`config.mk`:
```
export PLATFORM = sky130hd
export DESIGN_NAME = bpc_scale
export DESIGN_NICKNAME = d
export VERILOG_FILES = /design/src/hw/rtl/bpc_pkg.sv /design/src/hw/rtl/bpc_scale.sv
export SDC_FILE = /design/constraint.sdc
export NUM_CORES = 1
export LEC_CHECK = 0
export BUFFER_PORTS_ARGS = -buffer_cell sky130_fd_sc_hd__buf_2
export CAP_MARGIN = 20
export CORE_UTILIZATION = 30
export DETAILED_ROUTE_END_ITERATION = 8
export GPL_ROUTABILITY_DRIVEN = 0
export PLACE_DENSITY = 0.52
export SYNTH_ARGS = -nofsm -noshare
export SYNTH_HDL_FRONTEND = slang
export SYNTH_SLANG_ARGS = --single-unit
```
`constraint.sdc`:
```
create_clock -name clk -period 14.2 [get_ports clk]
set_input_delay 0.71 -clock clk [delete_from_list [all_inputs] [get_ports clk]]
set_output_delay 0.71 -clock clk [all_outputs]
set_load 0.005 [all_outputs]
```
`src/hw/rtl/bpc_pkg.sv`:
```
// ----------------------------------------------------------------------------
// bpc_pkg
// Shared widths, register codes and the scaling remainder table for the
// barometric pressure and temperature compensation pipeline.
// ----------------------------------------------------------------------------
package bpc_pkg;

	localparam int QFRAC       = 24;
	localparam int RAW_W       = 24;
	localparam int SCALE_W     = 30;
	localparam int SCALE_SH    = 11;
	localparam int SCALE_MUL   = 2 ** SCALE_SH;
	localparam int SCALE_DIV   = 63;
	localparam int SCALE_RECIP = 17043522;
	localparam int RECIP_SHIFT = 30;
	localparam int RECIP_W     = 25;
	localparam int QUO_W       = 18;
	localparam int REM_W       = 6;

	localparam int CFG_IDX_W  = 3;
	localparam int CFG_DATA_W = 40;
	localparam int TCAL_W     = 24;
	localparam int PCAL_W     = 40;
	localparam int COEF_W     = 16;
	localparam int TCOEF_W    = 12;
	localparam int PCOEF_W    = 20;

	localparam int TOUT_W = 24;
	localparam int POUT_W = 32;

	localparam logic [CFG_IDX_W-1:0] CFG_TCAL = 3'd0;
	localparam logic [CFG_IDX_W-1:0] CFG_PCAL = 3'd1;
	localparam logic [CFG_IDX_W-1:0] CFG_C01  = 3'd2;
	localparam logic [CFG_IDX_W-1:0] CFG_C11  = 3'd3;
	localparam logic [CFG_IDX_W-1:0] CFG_C20  = 3'd4;
	localparam logic [CFG_IDX_W-1:0] CFG_C21  = 3'd5;
	localparam logic [CFG_IDX_W-1:0] CFG_C30  = 3'd6;

	typedef logic [SCALE_SH-1:0] frac_tbl_t [2 ** REM_W];

	// rounded fraction part of 2048 * r / 63 for each remainder r
	function automatic frac_tbl_t frac_table();
		frac_tbl_t t;
		for (int i = 0; i < 2 ** REM_W; i++) begin
			t[i] = SCALE_SH'((SCALE_MUL * i + (SCALE_DIV - 1) / 2) / SCALE_DIV);
		end
		return t;
	endfunction

	localparam frac_tbl_t FRAC_TBL = frac_table();

endpackage

```
`src/hw/rtl/bpc_scale.sv`:
```
// ----------------------------------------------------------------------------
// bpc_scale
// Two-stage scaling of a raw signed sample by 2048/63 with rounding to
// nearest, through a reciprocal multiply and a remainder table.
// ----------------------------------------------------------------------------
module bpc_scale (
	input  logic                               clk,
	input  logic signed [bpc_pkg::RAW_W-1:0]   raw,
	output logic signed [bpc_pkg::SCALE_W-1:0] scaled
);
	import bpc_pkg::*;

	localparam int PROD_W = RAW_W + RECIP_W;
	localparam int Q_W    = QUO_W + SCALE_SH;

	logic [RAW_W-1:0]  mag;
	logic [PROD_W-1:0] prod;
	logic [RAW_W-1:0]  mag_s1;
	logic [QUO_W-1:0]  quo_s1;
	logic              neg_s1;
	logic [RAW_W-1:0]  rem_full;
	logic [REM_W-1:0]  rem;
	logic [Q_W-1:0]    q;

	assign mag  = raw[RAW_W-1] ? RAW_W'(-raw) : RAW_W'(raw);
	assign prod = PROD_W'(mag) * PROD_W'(SCALE_RECIP);

	always_ff @(posedge clk) begin
		mag_s1 <= mag;
		quo_s1 <= prod[RECIP_SHIFT+QUO_W-1:RECIP_SHIFT];
		neg_s1 <= raw[RAW_W-1];
	end

	assign rem_full = mag_s1 - RAW_W'(quo_s1) * RAW_W'(SCALE_DIV);
	assign rem      = rem_full[REM_W-1:0];
	assign q        = {quo_s1, {SCALE_SH{1'b0}}} + Q_W'(FRAC_TBL[rem]);

	always_ff @(posedge clk) begin
		scaled <= neg_s1 ? -$signed({1'b0, q}) : $signed({1'b0, q});
	end

endmodule

```
* Word-level counts from Yosys, hierarchy flattened
Memory sizes are Yosys's and may differ from the RTL's.
Cells that the tools add are included.
** Storage, ports and cells
- Flip-flop bits (word level) :: 55
- Bits in latches :: 0
- Bits in writable memories :: 0
- ROM bits :: 704
- Logic and storage cells :: 18
- Memories :: 1
** Memories
- (no name shown) :: depth 64, width 11, read ports 1, clocked after memory_dff 0, wr ports 0, RTL line bpc_scale.sv:36 : assign q = {quo_s1, {SCALE_SH{1'b0}}} + Q_W'(FRAC_TBL[rem]);
** Operators by class
- Add/subtract/negate cells :: 4
- Multipliers :: 2
- Div/mod/pow operators :: 0
- Order comparisons :: 1
- Equality and inequality tests :: 0
- Shift operators :: 0
- Multiplexer cells :: 4
- Bitwise gates (word level) :: 1
- Reductions and logical operators :: 0
** Operators by type and width (number)
- $mul A24 B24 Y47 const B :: 1
- $neg A29 Y30 :: 1
- $add A29 B11 Y29 :: 1
- $mux W29 :: 1
- $mux W24 :: 1
- $neg A24 Y24 :: 1
- $mux W11 :: 2
- $mul A18 B6 Y6 const B :: 1
- $ge A7 B7 Y1 const B :: 1
- $not A6 Y7 :: 1
- $sub A6 B6 Y6 :: 1

* Logic depth before layout (Yosys ltp)
- Depth after elaboration :: 9
- Mapped depth :: 24

* Worst setup path before layout
No wires, ideal clock.
- Path kind :: in2reg
- Start :: in raw[6] in the netlist's numbering
- End :: reg quo_s1[12]
- Library setup time :: 0.106 ns
- Arrival time :: 6.351 ns
- Required time :: 14.094 ns
- Setup slack :: 7.743 ns
- Cell stages on the path :: 20
- Path buffers :: 0
- Cell sequence :: or4_1 > or3_1 > nor2_1 > nand3_1 > o41a_1 > xnor2_1 > inv_1 > ha_1 > fa_1 > fa_1 > ha_1 > ha_1 > a21o_1 > a311oi_1 > a221o_1 > nand2_1 > o31ai_4 > a211oi_1 > or4b_1 > o311ai_0
** On the way
- Cells in the longest elaborated chain, start to end :: 3
** Ends and longest elaborated chain
- start: declaration :: RTL line bpc_scale.sv:8 : input logic signed [bpc_pkg::RAW_W-1:0] raw,
- $neg A24 Y24 :: RTL line bpc_scale.sv:25 : assign mag = raw[RAW_W-1] ? RAW_W'(-raw) : RAW_W'(raw);
- $mux W24 (*) :: RTL line bpc_scale.sv:25
- $mul A24 B24 Y47 (*) :: RTL line bpc_scale.sv:26 : assign prod = PROD_W'(mag) * PROD_W'(SCALE_RECIP);
- net prod[42] :: RTL line bpc_scale.sv:17 : logic [PROD_W-1:0] prod;
- end signal: assignment :: RTL line bpc_scale.sv:30 : quo_s1 <= prod[RECIP_SHIFT+QUO_W-1:RECIP_SHIFT];
- end: declaration :: RTL line bpc_scale.sv:19 : logic [QUO_W-1:0] quo_s1;
Mark *: on every way through the listed nets, which the timed path passes. The rest lies on a longest branch.
A chain may end at the register's enable or synchronous reset.

* Worst setup path in the final report
Ends and elaborated chain as after synthesis.

==> results by group <==
Floorplan
  • Die W: around 160 um
  • Die Y: 157 um
  • Row count: 56
  • Core Box Area: 0.0235 mm2
  • Initial Utilization: 30.6%
  • Die Area: 0.0246 mm2
  • Io pins: between 50 and 60

Timing
  • Slew of the pin with the lowest slew margin: 1.10 ns
  • Final setup TNS: 0 ns
  • Worst Skew: ~0.0050 ns
  • Setup violators final: 0
  • RSZ-0062 raised after global routing: no
  • Crit share post-route: between 40% and 50%
  • Final worst path period need: 6.89 ns
  • Max Freq: ~0.15 GHz
  • Max-slew headroom: a little over a quarter
  • Final hold violations: 0
  • Fin. max-slew vios: 0

CTS
  • H-tree levels: 2
  • CTS resizes: 0
  • Num CTS Buffers: 5
  • CTS tree: done
  • CTS Root Buffer Type: clkbuf_16
  • Clk Latency, worst-skew pair: roughly 0.29 ns
  • Hold-fix buffers, CTS: 0
  • Clock transition at path regs: roughly 0.07 ns
  • Clock sinks: 55
  • Post CTS Setup Buffer Count: 0
  • Clock Tree Buf Depth: 2

Setup path
  • CP Max Fanout: 7
  • R2r worst-path depth: 15
  • R2r setup slk: 8.76 ns
  • Startpoint types: input pin
  • CP peak stage delay: a little under 0.6 ns
  • Crit path required time: 14.38 ns
  • Crit. End Element: flip-flop
  • CP max stage cell: or4_1
  • CP dominant cell by count: ha_1
  • Worst EP arrival: a little over 7 ns
  • Critical path startpoint: raw[6]
  • R2R Path Start: quo_s1[2]
  • Setup crit end: quo_s1[12]
  • Critical Path, Cell by Cell: buf_2 > or4_1 > or3_1 > nor2_1 > nand3_1 > o41a_1 > xnor2_1 > inv_1 > ha_1 > fa_1 > fa_1 > ha_1 > ha_1 > a21o_1 > a311oi_1 > a221o_1 > nand2_1 > o31ai_4 > a211oi_1 > or4b_1 > o311ai_0
  • RR Endpoint: scaled[29]
  • Crit path kind: input pin to flip-flop

Run
  • Max-cap violations: 0

Logic synthesis
  • Synth unique cells: 61
  • Mapped Cells: roughly 760
  • Top_reg_cell synth: dfxtp_1
  • Synth Cell Area: between 0.007 and 0.008 mm2
  • Post-synth EDFFs: 0
  • Mapped Nets: 1010
  • Register area share after synthesis: about 15%
  • Seq cells post-synth: 55
  • Post-synth ARST share: 0%
  • Syn Area/Cell: about 9.5 um2
  • Ys Warns: 0

Route
  • Per-cell routed wire length: 13.8 um
  • Iter 0 DRT Violations: 188
  • Post-route DRC: 0
  • Via count: approximately 5400
  • Routed vias/inst: between 4 and 5
  • Routed Wire Length: approximately 16000 um
  • Drt pass-1 iters: 4
  • Post-route ant nets: 0

GRT
  • Gr usage total: between 10% and 20%
  • Pin count of the biggest net entering global routing: 29
  • Grt ovf: 0
  • First-pass GRT wire length: about 25000 um
  • Vias in the first global route: slightly above 5000
  • Initial antenna violation count: 0

Cells and area
  • # diodes: 0
  • Share of cells above drive strength 1: a little under 10%
  • Most frequent cells in the layout: ha_1, inv_1, xnor2_1, dfxtp_1, buf_2
  • Area grow syn2layout: 10.8%
  • Nets@finish: 1061
  • Commonest non-fill, non-tap cell in the layout: ha_1

Status
  • Status: finished clean

Hold path
  • Worst hold path class: flip-flop to flip-flop

Placement
  • IO buf count: between 50 and 60
  • DP HPWL: around 14000 um
## final cells by class
| type | instances | area (um2) |
|---|---|---|
| inverter | 96 | 360 |
| timing repair buffer | 55 | 278 |
| sequential | 55 | 1100 |
| tap | 319 | 399 |
| multi-input combinational | 596 | 5680 |
| clock buffer | 7 | 143 |
| clock inverter | 1 | 8.76 |
| fill | 2421 | 15500 |
## registers in the layout, indices dropped and copies added, names as in the netlist
signal / count
quo_s1: 18
mag_s1: 6
scaled: 30
neg_s1: 1
## synthesized netlist by cell type, types with 5 or more instances
cell | n | share of area [%]
xnor2_1 | 63 | 7.7
inv_1 | 96 | 5.0
a21o_1 | 13 | 1.4
nand4_1 | 7 | 0.61
o211ai_1 | 10 | 1.0
nor2_1 | 27 | 1.4
a21oi_1 | 30 | 2.1
o21ai_0 | 29 | 2.0
o41ai_1 | 9 | 1.1
ha_1 | 186 | 32
xor2_1 | 15 | 1.8
nand3_1 | 11 | 0.77
nor2b_1 | 5 | 0.44
o31ai_1 | 11 | 1.1
or3_1 | 8 | 0.70
clkbuf_1 | 7 | 0.37
nand2_1 | 41 | 2.1
dfxtp_1 | 55 | 15
nor3_1 | 9 | 0.63
or2_2 | 7 | 0.61
fa_1 | 41 | 11
or4_1 | 5 | 0.52
## metrics by stage
stage | area (um2) | setup WS (ns) | util, % | hold slack, ns | std cells
global route | 7970 | 6.76 | 33.9 | 0.496 | 1129
floorplan | 7190 | 7.74 | - | 0.427 | 758
global placement | 7820 | 7.14 | 33.3 | 0.448 | 1121
detailed placement | 7820 | 6.96 | 33.3 | 0.443 | 1121
finish | 7970 | 7.31 | 33.9 | 0.450 | 1129
CTS | 7970 | 7.27 | 33.9 | 0.457 | 1129
## logic make-up after synthesis
family	count (synthesis)	share of synthesized area [%]
compound gates	142	14.1
flops	55	15.3
mux	6	0.905
xor+xnor	81	10.3
simple gates	140	9.90
fa+ha+maj	227	43.8
buf+inv	107	5.72
## critical path: cells and delay by family
kind / cells / cell delay (ns)
AOI/OAI and AO/OA: 7 / 2.07
and+or+nand+nor: 6 / 1.88
buffers and inverters: 2 / 0.27
adders and majority gates: 5 / 1.87
xor gates and xnor gates: 1 / 0.26
## routing by layer
layer	up-vias	wire, um	GRT usage [%]
li1	2780	-	-
met1	2480	7640	17.8
met2	85	7320	22.4
met3	16	395	0.831
met4	0	233	3.22
met5	-	0	0
## how the worst min path moves through the flow
stage / slack [ns] / to / cells past startpoint / from
after floorplan: 0.43 / scaled[24] / 1 / quo_s1[13]
after global placement: 0.45 / scaled[24] / 1 / quo_s1[13]
after detailed placement: 0.44 / scaled[24] / 1 / quo_s1[13]
after CTS: 0.46 / scaled[24] / 1 / quo_s1[13]
after global routing: 0.50 / scaled[26] / 1 / quo_s1[15]
final: 0.45 / scaled[24] / 1 / quo_s1[13]
Power is left out: the tool's default activity adds up to more than one toggle a clock period on the data nets, which glitch-free logic cannot reach.
